<file path="src/rtl/macd_pkg.sv">
// ---------------------------------------------------------------------------
// macd_pkg
// shared types and constants of the macd indicator engine
// ---------------------------------------------------------------------------
`default_nettype none

package macd_pkg;

   // field and datapath widths
   localparam int PRODUCT_W = 16;
   localparam int SIDE_W    = 2;
   localparam int PRICE_W   = 32;
   localparam int WIN_W     = 7;
   localparam int COUNT_W   = 16;
   localparam int SUM_W     = 48;
   localparam int ACC_W     = 38;
   localparam int NUM_W     = 40;
   localparam int PROD_W    = 39;
   localparam int MACD_W    = 33;
   localparam int DIV_W     = 48;
   localparam int DSR_W     = 16;
   localparam int DCNT_W    = 6;
   localparam int SEEN_W    = 7;
   localparam int ADDR_W    = 4;
   localparam int DATA_W    = 32;

   localparam logic [COUNT_W-1:0] COUNT_MAX  = 16'hFFFF;
   localparam logic [SEEN_W-1:0]  SEEN_MAX   = 7'd127;
   localparam logic [WIN_W-1:0]   WIN_MIN    = 7'd2;
   localparam int                 WINDOW_MAX = 64;

   // register indexes
   localparam logic [1:0] REG_PRODUCT = 2'd0;
   localparam logic [1:0] REG_SIDE    = 2'd1;
   localparam logic [1:0] REG_LONG    = 2'd2;
   localparam logic [1:0] REG_SHORT   = 2'd3;

   typedef enum logic [3:0] {
      ST_IDLE,
      ST_AVG_GO,
      ST_AVG_WAIT,
      ST_SWEEP,
      ST_SMAL_GO,
      ST_SMAL_WAIT,
      ST_SMAS_GO,
      ST_SMAS_WAIT,
      ST_MUL,
      ST_EMAL_GO,
      ST_EMAL_WAIT,
      ST_EMAS_GO,
      ST_EMAS_WAIT,
      ST_EMIT
   } state_type;

   typedef enum logic [2:0] {
      DSEL_AVG,
      DSEL_SMA_L,
      DSEL_SMA_S,
      DSEL_EMA_L,
      DSEL_EMA_S
   } div_sel_type;

   typedef struct packed {
      logic        acc_en;
      logic        div_start;
      div_sel_type div_sel;
      logic        sweep_clr;
      logic        sweep_step;
      logic        mul_en;
      logic        emit;
   } cmd_type;

   typedef struct packed {
      logic div_done;
      logic sweep_done;
      logic out_free;
   } status_type;

endpackage

`default_nettype wire

</file>
<file path="src/rtl/macd_div.sv">
// ---------------------------------------------------------------------------
// macd_div
// radix-2 restoring divider, one quotient bit per cycle
// ---------------------------------------------------------------------------
`default_nettype none

module macd_div (
   input  wire logic                        clock,
   input  wire logic                        reset,
   input  wire logic                        start,
   input  wire logic [macd_pkg::DIV_W-1:0]  dividend,
   input  wire logic [macd_pkg::DSR_W-1:0]  divisor,
   output logic                             done,
   output logic [macd_pkg::DIV_W-1:0]       quotient
);

   logic [macd_pkg::DIV_W-1:0]  q_ff, q_in;
   logic [macd_pkg::DSR_W-1:0]  rem_ff, rem_in;
   logic [macd_pkg::DSR_W-1:0]  dsr_ff, dsr_in;
   logic [macd_pkg::DCNT_W-1:0] cnt_ff, cnt_in;
   logic                        busy_ff, busy_in;
   logic                        done_ff, done_in;
   logic [macd_pkg::DSR_W:0]    trial;
   logic                        fits;

   // one trial subtraction per cycle
   always_comb begin
      trial   = {rem_ff, q_ff[macd_pkg::DIV_W-1]};
      fits    = trial >= {1'b0, dsr_ff};
      q_in    = q_ff;
      rem_in  = rem_ff;
      dsr_in  = dsr_ff;
      cnt_in  = cnt_ff;
      busy_in = busy_ff;
      done_in = 1'b0;
      if (start) begin
         q_in    = dividend;
         rem_in  = '0;
         dsr_in  = divisor;
         cnt_in  = macd_pkg::DCNT_W'(macd_pkg::DIV_W - 1);
         busy_in = 1'b1;
      end else if (busy_ff) begin
         q_in   = {q_ff[macd_pkg::DIV_W-2:0], fits};
         rem_in = fits ? macd_pkg::DSR_W'(trial - {1'b0, dsr_ff})
                       : trial[macd_pkg::DSR_W-1:0];
         cnt_in = cnt_ff - 1'b1;
         if (cnt_ff == '0) begin
            busy_in = 1'b0;
            done_in = 1'b1;
         end
      end
   end

   always_ff @(posedge clock) begin
      q_ff   <= q_in;
      rem_ff <= rem_in;
      dsr_ff <= dsr_in;
      cnt_ff <= cnt_in;
      if (reset) begin
         busy_ff <= 1'b0;
         done_ff <= 1'b0;
      end else begin
         busy_ff <= busy_in;
         done_ff <= done_in;
      end
   end

   assign done     = done_ff;
   assign quotient = q_ff;

endmodule

`default_nettype wire

</file>
<file path="src/rtl/macd_dp.sv">
// ---------------------------------------------------------------------------
// macd_dp
// period accumulator, average history memory, window sums, ema arithmetic
// ---------------------------------------------------------------------------
`default_nettype none

module macd_dp #(
   parameter int HISTORY_DEPTH = 64
) (
   input  wire logic                            clock,
   input  wire logic                            reset,
   input  wire macd_pkg::cmd_type               cmd,
   output macd_pkg::status_type                 status,
   input  wire logic [macd_pkg::PRODUCT_W-1:0]  product_select,
   input  wire logic [macd_pkg::SIDE_W-1:0]     side_select,
   input  wire logic [macd_pkg::WIN_W-1:0]      long_period,
   input  wire logic [macd_pkg::WIN_W-1:0]      short_period,
   input  wire logic [macd_pkg::PRODUCT_W-1:0]  item_product,
   input  wire logic [macd_pkg::SIDE_W-1:0]     item_side,
   input  wire logic [macd_pkg::PRICE_W-1:0]    price,
   output logic                                 rsp_valid,
   input  wire logic                            rsp_stall,
   output logic signed [macd_pkg::MACD_W-1:0]   rsp_macd,
   output logic [macd_pkg::PRICE_W-1:0]         rsp_ema_long,
   output logic [macd_pkg::PRICE_W-1:0]         rsp_ema_short,
   output logic                                 rsp_ready_res
);

   localparam int PW  = $clog2(HISTORY_DEPTH);
   localparam int IW  = (PW + 1 > macd_pkg::WIN_W) ? PW + 1 : macd_pkg::WIN_W;
   localparam int LIM = (HISTORY_DEPTH < macd_pkg::WINDOW_MAX) ?
                        HISTORY_DEPTH : macd_pkg::WINDOW_MAX;

   logic [macd_pkg::SUM_W-1:0]    sum_ff, sum_in;
   logic [macd_pkg::COUNT_W-1:0]  count_ff, count_in;
   logic [PW-1:0]                 ptr_ff, ptr_in;
   logic [macd_pkg::SEEN_W-1:0]   seen_ff, seen_in;
   logic [macd_pkg::PRICE_W-1:0]  avg_ff, avg_in;
   logic [macd_pkg::PRICE_W-1:0]  smal_ff, smal_in, smas_ff, smas_in;
   logic [macd_pkg::PRICE_W-1:0]  emal_ff, emal_in, emas_ff, emas_in;
   logic [macd_pkg::NUM_W-1:0]    numl_ff, numl_in, nums_ff, nums_in;
   logic [macd_pkg::ACC_W-1:0]    accl_ff, accl_in, accs_ff, accs_in;
   logic [macd_pkg::WIN_W-1:0]    k_ff, k_in, kd_ff, kd_in;
   logic                          rdv_ff, rdv_in;
   macd_pkg::div_sel_type         sel_ff, sel_in;
   logic                          ov_ff, ov_in;
   logic signed [macd_pkg::MACD_W-1:0] omacd_ff, omacd_in;
   logic [macd_pkg::PRICE_W-1:0]  oel_ff, oel_in, oes_ff, oes_in;
   logic                          ordy_ff, ordy_in;

   logic [macd_pkg::PRICE_W-1:0]  hist_mem [HISTORY_DEPTH];
   logic [macd_pkg::PRICE_W-1:0]  mem_q_ff;

   logic [macd_pkg::WIN_W-1:0]    nl, ns, kmax;
   logic                          match;
   logic                          rd_en;
   logic [IW-1:0]                 ptr_w, k_w, diff_w;
   logic [PW-1:0]                 rd_addr;
   logic                          div_done;
   logic [macd_pkg::DIV_W-1:0]    div_q;
   logic [macd_pkg::DIV_W-1:0]    div_a;
   logic [macd_pkg::DSR_W-1:0]    div_b;
   logic [macd_pkg::PROD_W-1:0]   prodl, prods;
   logic                          out_free;

   // window length clamp
   function automatic logic [macd_pkg::WIN_W-1:0] clamp_win(
      input logic [macd_pkg::WIN_W-1:0] n);
      logic [macd_pkg::WIN_W-1:0] r;
      r = n;
      if (n < macd_pkg::WIN_MIN) r = macd_pkg::WIN_MIN;
      else if (n > macd_pkg::WIN_W'(LIM)) r = macd_pkg::WIN_W'(LIM);
      return r;
   endfunction

   assign nl   = clamp_win(long_period);
   assign ns   = clamp_win(short_period);
   assign kmax = (nl > ns) ? nl : ns;
   assign match = (item_product == product_select) && (item_side == side_select) &&
                  (count_ff < macd_pkg::COUNT_MAX);

   // history address of the entry k periods back
   always_comb begin
      ptr_w   = IW'(ptr_ff);
      k_w     = IW'(k_ff);
      diff_w  = (ptr_w >= k_w) ? ptr_w - k_w : ptr_w + IW'(HISTORY_DEPTH) - k_w;
      rd_addr = diff_w[PW-1:0];
      rd_en   = cmd.sweep_step && (k_ff <= kmax);
   end

   // divider operand select
   always_comb begin
      div_a = '0;
      div_b = '0;
      case (cmd.div_sel)
         macd_pkg::DSEL_AVG: begin
            div_a = sum_ff;
            div_b = count_ff;
         end
         macd_pkg::DSEL_SMA_L: begin
            div_a = macd_pkg::DIV_W'(accl_ff);
            div_b = macd_pkg::DSR_W'(nl);
         end
         macd_pkg::DSEL_SMA_S: begin
            div_a = macd_pkg::DIV_W'(accs_ff);
            div_b = macd_pkg::DSR_W'(ns);
         end
         macd_pkg::DSEL_EMA_L: begin
            div_a = macd_pkg::DIV_W'(numl_ff);
            div_b = macd_pkg::DSR_W'(nl) + 1'b1;
         end
         macd_pkg::DSEL_EMA_S: begin
            div_a = macd_pkg::DIV_W'(nums_ff);
            div_b = macd_pkg::DSR_W'(ns) + 1'b1;
         end
         default: begin
            div_a = '0;
            div_b = '0;
         end
      endcase
   end

   macd_div u_div (
      .clock    (clock),
      .reset    (reset),
      .start    (cmd.div_start),
      .dividend (div_a),
      .divisor  (div_b),
      .done     (div_done),
      .quotient (div_q)
   );

   assign prodl    = macd_pkg::PROD_W'(nl - 1'b1) * macd_pkg::PROD_W'(smal_ff);
   assign prods    = macd_pkg::PROD_W'(ns - 1'b1) * macd_pkg::PROD_W'(smas_ff);
   assign out_free = !ov_ff || !rsp_stall;

   // next values of datapath registers
   always_comb begin
      sum_in   = sum_ff;
      count_in = count_ff;
      ptr_in   = ptr_ff;
      seen_in  = seen_ff;
      avg_in   = avg_ff;
      smal_in  = smal_ff;
      smas_in  = smas_ff;
      emal_in  = emal_ff;
      emas_in  = emas_ff;
      numl_in  = numl_ff;
      nums_in  = nums_ff;
      accl_in  = accl_ff;
      accs_in  = accs_ff;
      k_in     = k_ff;
      kd_in    = kd_ff;
      rdv_in   = rd_en;
      sel_in   = cmd.div_start ? cmd.div_sel : sel_ff;
      ov_in    = ov_ff && rsp_stall;
      omacd_in = omacd_ff;
      oel_in   = oel_ff;
      oes_in   = oes_ff;
      ordy_in  = ordy_ff;

      // order accumulation
      if (cmd.acc_en && match) begin
         sum_in   = sum_ff + macd_pkg::SUM_W'(price);
         count_in = count_ff + 1'b1;
      end

      // window sweep over the history
      if (cmd.sweep_clr) begin
         k_in    = macd_pkg::WIN_W'(1);
         accl_in = '0;
         accs_in = '0;
         rdv_in  = 1'b0;
      end else begin
         if (rd_en) begin
            k_in  = k_ff + 1'b1;
            kd_in = k_ff;
         end
         if (rdv_ff && (kd_ff <= seen_ff)) begin
            if (kd_ff <= nl) accl_in = accl_ff + macd_pkg::ACC_W'(mem_q_ff);
            if (kd_ff <= ns) accs_in = accs_ff + macd_pkg::ACC_W'(mem_q_ff);
         end
      end

      // quotient capture
      if (div_done) begin
         case (sel_ff)
            macd_pkg::DSEL_AVG:   avg_in  = (count_ff == '0) ? '0 : div_q[macd_pkg::PRICE_W-1:0];
            macd_pkg::DSEL_SMA_L: smal_in = div_q[macd_pkg::PRICE_W-1:0];
            macd_pkg::DSEL_SMA_S: smas_in = div_q[macd_pkg::PRICE_W-1:0];
            macd_pkg::DSEL_EMA_L: emal_in = div_q[macd_pkg::PRICE_W-1:0];
            macd_pkg::DSEL_EMA_S: emas_in = div_q[macd_pkg::PRICE_W-1:0];
            default:              avg_in  = avg_ff;
         endcase
      end

      // ema numerators with half-divisor rounding term
      if (cmd.mul_en) begin
         numl_in = (macd_pkg::NUM_W'(avg_ff) << 1) + macd_pkg::NUM_W'(prodl) +
                   macd_pkg::NUM_W'((nl + 1'b1) >> 1);
         nums_in = (macd_pkg::NUM_W'(avg_ff) << 1) + macd_pkg::NUM_W'(prods) +
                   macd_pkg::NUM_W'((ns + 1'b1) >> 1);
      end

      // result word and period close
      if (cmd.emit) begin
         ov_in    = 1'b1;
         omacd_in = $signed({1'b0, emas_ff}) - $signed({1'b0, emal_ff});
         oel_in   = emal_ff;
         oes_in   = emas_ff;
         ordy_in  = seen_ff >= nl;
         ptr_in   = (ptr_ff == PW'(HISTORY_DEPTH - 1)) ? '0 : ptr_ff + 1'b1;
         seen_in  = (seen_ff < macd_pkg::SEEN_MAX) ? seen_ff + 1'b1 : seen_ff;
         sum_in   = '0;
         count_in = '0;
      end
   end

   // history memory
   always_ff @(posedge clock) begin
      if (cmd.emit) hist_mem[ptr_ff] <= avg_ff;
      if (rd_en) mem_q_ff <= hist_mem[rd_addr];
   end

   always_ff @(posedge clock) begin
      avg_ff   <= avg_in;
      smal_ff  <= smal_in;
      smas_ff  <= smas_in;
      emal_ff  <= emal_in;
      emas_ff  <= emas_in;
      numl_ff  <= numl_in;
      nums_ff  <= nums_in;
      accl_ff  <= accl_in;
      accs_ff  <= accs_in;
      k_ff     <= k_in;
      kd_ff    <= kd_in;
      sel_ff   <= sel_in;
      omacd_ff <= omacd_in;
      oel_ff   <= oel_in;
      oes_ff   <= oes_in;
      ordy_ff  <= ordy_in;
      if (reset) begin
         sum_ff   <= '0;
         count_ff <= '0;
         ptr_ff   <= '0;
         seen_ff  <= '0;
         rdv_ff   <= 1'b0;
         ov_ff    <= 1'b0;
      end else begin
         sum_ff   <= sum_in;
         count_ff <= count_in;
         ptr_ff   <= ptr_in;
         seen_ff  <= seen_in;
         rdv_ff   <= rdv_in;
         ov_ff    <= ov_in;
      end
   end

   assign status.div_done   = div_done;
   assign status.sweep_done = (k_ff > kmax) && !rdv_ff;
   assign status.out_free   = out_free;

   assign rsp_valid     = ov_ff;
   assign rsp_macd      = omacd_ff;
   assign rsp_ema_long  = oel_ff;
   assign rsp_ema_short = oes_ff;
   assign rsp_ready_res = ordy_ff;

endmodule

`default_nettype wire

</file>
<file path="src/rtl/macd_ctrl.sv">
// ---------------------------------------------------------------------------
// macd_ctrl
// sequencer for the period close: average, window sums, smas, emas, emit
// ---------------------------------------------------------------------------
`default_nettype none

module macd_ctrl (
   input  wire logic                 clock,
   input  wire logic                 reset,
   input  wire logic                 req_valid,
   input  wire logic                 req_last_of_period,
   output logic                      req_stall,
   input  wire macd_pkg::status_type status,
   output macd_pkg::cmd_type         cmd
);

   macd_pkg::state_type state_ff, state_in;

   // next state
   always_comb begin
      state_in = state_ff;
      case (state_ff)
         macd_pkg::ST_IDLE:      if (req_valid && req_last_of_period) state_in = macd_pkg::ST_AVG_GO;
         macd_pkg::ST_AVG_GO:    state_in = macd_pkg::ST_AVG_WAIT;
         macd_pkg::ST_AVG_WAIT:  if (status.div_done) state_in = macd_pkg::ST_SWEEP;
         macd_pkg::ST_SWEEP:     if (status.sweep_done) state_in = macd_pkg::ST_SMAL_GO;
         macd_pkg::ST_SMAL_GO:   state_in = macd_pkg::ST_SMAL_WAIT;
         macd_pkg::ST_SMAL_WAIT: if (status.div_done) state_in = macd_pkg::ST_SMAS_GO;
         macd_pkg::ST_SMAS_GO:   state_in = macd_pkg::ST_SMAS_WAIT;
         macd_pkg::ST_SMAS_WAIT: if (status.div_done) state_in = macd_pkg::ST_MUL;
         macd_pkg::ST_MUL:       state_in = macd_pkg::ST_EMAL_GO;
         macd_pkg::ST_EMAL_GO:   state_in = macd_pkg::ST_EMAL_WAIT;
         macd_pkg::ST_EMAL_WAIT: if (status.div_done) state_in = macd_pkg::ST_EMAS_GO;
         macd_pkg::ST_EMAS_GO:   state_in = macd_pkg::ST_EMAS_WAIT;
         macd_pkg::ST_EMAS_WAIT: if (status.div_done) state_in = macd_pkg::ST_EMIT;
         macd_pkg::ST_EMIT:      if (status.out_free) state_in = macd_pkg::ST_IDLE;
         default:                state_in = macd_pkg::ST_IDLE;
      endcase
   end

   // outputs
   always_comb begin
      cmd            = '0;
      cmd.div_sel    = macd_pkg::DSEL_AVG;
      req_stall      = 1'b1;
      case (state_ff)
         macd_pkg::ST_IDLE: begin
            req_stall  = 1'b0;
            cmd.acc_en = req_valid;
         end
         macd_pkg::ST_AVG_GO: begin
            cmd.div_start = 1'b1;
            cmd.sweep_clr = 1'b1;
         end
         macd_pkg::ST_SWEEP:   cmd.sweep_step = 1'b1;
         macd_pkg::ST_SMAL_GO: begin
            cmd.div_start = 1'b1;
            cmd.div_sel   = macd_pkg::DSEL_SMA_L;
         end
         macd_pkg::ST_SMAS_GO: begin
            cmd.div_start = 1'b1;
            cmd.div_sel   = macd_pkg::DSEL_SMA_S;
         end
         macd_pkg::ST_MUL:     cmd.mul_en = 1'b1;
         macd_pkg::ST_EMAL_GO: begin
            cmd.div_start = 1'b1;
            cmd.div_sel   = macd_pkg::DSEL_EMA_L;
         end
         macd_pkg::ST_EMAS_GO: begin
            cmd.div_start = 1'b1;
            cmd.div_sel   = macd_pkg::DSEL_EMA_S;
         end
         macd_pkg::ST_EMIT:    cmd.emit = status.out_free;
         default:              cmd.acc_en = 1'b0;
      endcase
   end

   always_ff @(posedge clock) begin
      if (reset) begin
         state_ff <= macd_pkg::ST_IDLE;
      end else begin
         state_ff <= state_in;
      end
   end

endmodule

`default_nettype wire

</file>
<file path="src/rtl/macd_indicator_engine.sv">
// a closing order's result word waits on the shared radix-2 divider (average, two smas,
// two emas, 48 bits each) and the one-entry-per-cycle sweep of the history memory
// throughput: one order per cycle inside a period, input stalled during a period close
// reset: synchronous, active high; clears period state, config to defaults, history reads zero
// ---------------------------------------------------------------------------
// macd_indicator_engine
// macd over per-period average prices with configurable long and short windows
// ---------------------------------------------------------------------------
`default_nettype none

module macd_indicator_engine #(
   parameter int HISTORY_DEPTH = 64
) (
   input  wire logic                            clock,
   input  wire logic                            reset,
   input  wire logic                            req_valid,
   output logic                                 req_stall,
   input  wire logic [macd_pkg::PRODUCT_W-1:0]  req_item_product,
   input  wire logic [macd_pkg::SIDE_W-1:0]     req_item_side,
   input  wire logic [macd_pkg::PRICE_W-1:0]    req_price,
   input  wire logic                            req_last_of_period,
   output logic                                 rsp_valid,
   input  wire logic                            rsp_stall,
   output logic signed [macd_pkg::MACD_W-1:0]   rsp_macd,
   output logic [macd_pkg::PRICE_W-1:0]         rsp_ema_long,
   output logic [macd_pkg::PRICE_W-1:0]         rsp_ema_short,
   output logic                                 rsp_ready_res,
   input  wire logic                            psel,
   input  wire logic                            penable,
   input  wire logic                            pwrite,
   input  wire logic [macd_pkg::ADDR_W-1:0]     paddr,
   input  wire logic [macd_pkg::DATA_W-1:0]     pwdata,
   output logic [macd_pkg::DATA_W-1:0]          prdata,
   output logic                                 pready
);

   logic [macd_pkg::PRODUCT_W-1:0] product_ff, product_in;
   logic [macd_pkg::SIDE_W-1:0]    side_ff, side_in;
   logic [macd_pkg::WIN_W-1:0]     long_ff, long_in, short_ff, short_in;
   logic                           wr_en;
   logic [1:0]                     reg_idx;
   macd_pkg::cmd_type              cmd;
   macd_pkg::status_type           status;

   // register file write
   assign wr_en   = psel && penable && pwrite;
   assign reg_idx = paddr[3:2];
   assign pready  = 1'b1;

   always_comb begin
      product_in = product_ff;
      side_in    = side_ff;
      long_in    = long_ff;
      short_in   = short_ff;
      if (wr_en) begin
         case (reg_idx)
            macd_pkg::REG_PRODUCT: product_in = pwdata[macd_pkg::PRODUCT_W-1:0];
            macd_pkg::REG_SIDE:    side_in    = pwdata[macd_pkg::SIDE_W-1:0];
            macd_pkg::REG_LONG:    long_in    = pwdata[macd_pkg::WIN_W-1:0];
            macd_pkg::REG_SHORT:   short_in   = pwdata[macd_pkg::WIN_W-1:0];
            default:               product_in = product_ff;
         endcase
      end
   end

   // register read back
   always_comb begin
      case (reg_idx)
         macd_pkg::REG_PRODUCT: prdata = macd_pkg::DATA_W'(product_ff);
         macd_pkg::REG_SIDE:    prdata = macd_pkg::DATA_W'(side_ff);
         macd_pkg::REG_LONG:    prdata = macd_pkg::DATA_W'(long_ff);
         macd_pkg::REG_SHORT:   prdata = macd_pkg::DATA_W'(short_ff);
         default:               prdata = '0;
      endcase
   end

   always_ff @(posedge clock) begin
      if (reset) begin
         product_ff <= '0;
         side_ff    <= '0;
         long_ff    <= 7'd26;
         short_ff   <= 7'd12;
      end else begin
         product_ff <= product_in;
         side_ff    <= side_in;
         long_ff    <= long_in;
         short_ff   <= short_in;
      end
   end

   macd_ctrl u_ctrl (
      .clock              (clock),
      .reset              (reset),
      .req_valid          (req_valid),
      .req_last_of_period (req_last_of_period),
      .req_stall          (req_stall),
      .status             (status),
      .cmd                (cmd)
   );

   macd_dp #(
      .HISTORY_DEPTH (HISTORY_DEPTH)
   ) u_dp (
      .clock          (clock),
      .reset          (reset),
      .cmd            (cmd),
      .status         (status),
      .product_select (product_ff),
      .side_select    (side_ff),
      .long_period    (long_ff),
      .short_period   (short_ff),
      .item_product   (req_item_product),
      .item_side      (req_item_side),
      .price          (req_price),
      .rsp_valid      (rsp_valid),
      .rsp_stall      (rsp_stall),
      .rsp_macd       (rsp_macd),
      .rsp_ema_long   (rsp_ema_long),
      .rsp_ema_short  (rsp_ema_short),
      .rsp_ready_res  (rsp_ready_res)
   );

endmodule

`default_nettype wire

</file>
<file path="config.mk">
export PLATFORM = sky130hd
export DESIGN_NAME = macd_indicator_engine
export DESIGN_NICKNAME = d
export VERILOG_FILES = /design/src/rtl/macd_pkg.sv /design/src/rtl/macd_div.sv /design/src/rtl/macd_dp.sv /design/src/rtl/macd_ctrl.sv /design/src/rtl/macd_indicator_engine.sv
export SDC_FILE = /design/constraint.sdc
export NUM_CORES = 2
export LEC_CHECK = 0
export ABC_CLOCK_PERIOD_IN_PS = 14500
export BUFFER_PORTS_ARGS = -buffer_cell sky130_fd_sc_hd__buf_4
export CAP_MARGIN = 20
export CORE_ASPECT_RATIO = 1.2
export CORE_UTILIZATION = 50
export DETAILED_ROUTE_END_ITERATION = 16
export PLACE_DENSITY_LB_ADDON = 0.05
export SYNTH_ARGS = -nofsm -noshare
export SYNTH_HDL_FRONTEND = slang
export SYNTH_SLANG_ARGS = --single-unit
</file>
<file path="constraint.sdc">
create_clock -name clock -period 14.5 [get_ports clock]
set_input_delay 0.725 -clock clock [delete_from_list [all_inputs] [get_ports clock]]
set_output_delay 0.725 -clock clock [all_outputs]
set_load 0.01 [all_outputs]
</file>
==> qor.yml <==
slowest_stage: "fa_1"
synth_edf_count: 2492
slew_viol_final: 0
relSlewSlack_pct: 25.0
drc_errors: 0
drive_gt1_share_pct: 15.9
yosys-top-cells-area: "edfxtp_1 54%, mux4_2 10%, fa_1 10%"
synthArstFlopShare_pct: 0
die_w_um: 485
r2r-end: "u_dp.numl_ff[37]"
finalHoldViolations: 0
syn-instance-count: 9138
finalCritPeriodShare_pct: 83.6
holdPathStages: 2
antenna_found_initial: 18
setup_tns_ps: 0
hp-start: "pwdata[3]"
ant_nets: 0
final.min_clock_period_ps: 12120
drt_first_pass_iters: 6
multi_input_area_um2: 57500
n_fill_cell: 22200
setup_viol: 0
final_common_cell: "edfxtp_1"
cts_buffers: 285
cts_tree: "built"
rrSetupSlack_ps: 2380
path_clk_slew_ps: 70
max_freq_mhz: 82.5
nets: 11000
cts_sinks: 2714
rsz0062_at_grt: "no"
cts_resized: 0
mappedNetlistArea_um2: 140000
cp_common_cell: "fa_1"
hold_end: "long_ff[3]"
hpwlAfterDp_um: 244000
clockBufferDepth: 4
cts_root_buf: "clkbuf_16"
core_um2: 278000
ys.warnings.count: 0
avgSynthCellArea_um2: 15.3
worstSetupPathType: "reg2reg"
track_usage_pct: 26.6
critPathMaxStageDelay_ps: 560
io_pins: 227
ys_ff_latch: 2714
die_h_um: 581
grt_pass1_vias: 83300
place_inst: 13000
run_status: "finished, final reports clean"
grt_pass1_wl_um: 549000
cp.arrival_ps: 12690
maxCapViolations: 0
finalWeightedCongestion: 0.920
r2r-start: "long_ff[3]"
area_growth_pct: 11.6
r2r_cells: 40
via_per_inst: 5.85
drt_iter0_drc: 6340
io_buffers: 191
cp_max_fo: 27
grt_start_max_net_pins: 91
hold_buffers: 0
cts_setup_buffers: 0
crit_path_start_kind: "flop"
overflow: 0
yosysTopAreaCell: "edfxtp_1"
skew_ps: 64.8
wl_um: 369000
start_util_pct: 50.3
num_rows: 212
crit_required_ps: 15070
ys_seq_area_share_pct: 56.7
ys_types: 91
synth_top_area_share_pct: 53.5
wire_per_inst_um: 27.4
finalNonFillerCells: 13500
num_vias: 78800
regArea_um2: 79300
worst_slew_pin_slew_ps: 1120
holdCritPathClass: "in2reg"
end_kind: "flop"
fp.dieArea_um2: 282000
layout_common_cells: "2492 x edfxtp_1, 785 x inv_1, 719 x fa_1, 642 x mux4_2, 585 x ha_1"
ys.flop_type: "edfxtp_1"
worstSkewPairLatency_ps: 860
h-tree-depth: 5
[Yosys cell counts, types with 207 or more instances]
cell and number:
and2_1 250, dfxtp_1 222, xnor2_1 243, inv_1 786, ha_1 586, o21ai_0 207
mux4_2 642, a21oi_1 342, nor2_1 432, fa_1 720, nand2_1 495, clkbuf_1 246
edfxtp_1 2492
[through the flow]
step,setup slack [ps],cell area (um^2),util [%],hold slack [ps]
2_1_floorplan,4030,140000,-,426
3_3_place_gp,2560,147000,52.9,437
3_5_place_dp,2510,147000,52.9,432
4_1_cts,2470,156000,56.1,50.2
5_1_grt,1860,156000,56.2,85.8
6_report,2380,156000,56.2,130
[critical path, delay by kind of cell (launching register included)]
kind                     cells  cell delay, ps
AO/OA/AOI/OAI               10            2440
AND/OR/NAND/NOR             10            1990
flip-flops                   1             380
buffers and inverters        5             900
adder cells (fa/ha/maj)     12            5180
XOR/XNOR                     3             960
[final cells by class]
class	instances	area share [%]
well taps	3638	2.92
repair buffers	372	1.84
clock buffers	351	4.88
flip-flops and latches	2714	50.8
diodes	9	0.0144
multi-input cells	5448	36.8
inverters	790	1.90
clock inverters	151	0.822
[sequential cells by signal, indices dropped and copies added (netlist names), 33 cells and up]
signal and flops:
u_dp.hist_mem 2048, u_dp.sum_ff 48, u_dp.u_div.quotient 48, u_dp.numl_ff 40
u_dp.nums_ff 40, u_dp.accl_ff 38, u_dp.accs_ff 38, u_dp.rsp_macd 33
[kinds of logic (layout without fill, tap and decap cells)]
family          count (synthesis)  in the layout  synth area share, %
other cells                     2            166              0.00537
simple gates                 1699           1699                 5.88
buf+inv                      1131           1664                 3.10
flops                        2714           2714                 56.7
mux                           747            747                 11.1
fa+ha+maj                    1306           1306                 15.5
compound gates               1172           1172                 5.39
xor+xnor                      367            367                 2.30
[worst max-delay path by stage]
stage	depth (start not counted)	startpoint	endpoint	slack (ps)
2_1_floorplan	46	short_ff[3]	u_dp.nums_ff[39]	4030
3_3_place_gp	41	long_ff[3]	u_dp.numl_ff[37]	2560
3_5_place_dp	41	long_ff[3]	u_dp.numl_ff[37]	2510
4_1_cts	41	long_ff[3]	u_dp.numl_ff[37]	2470
5_1_grt	39	long_ff[3]	u_dp.numl_ff[38]	1860
6_report	40	long_ff[3]	u_dp.numl_ff[37]	2380
[per-layer routing]
layer	track usage [%]	part of all wire (%)	vias up
met5	0	0.023	-
met4	7.52	3.0	12
met1	33.8	40	41400
li1	-	-	34700
met3	3.39	4.9	557
met2	47.5	53	2092
Power is not shown: default switching activity piles up to over one toggle a cycle in this logic, so the estimate is an artifact.
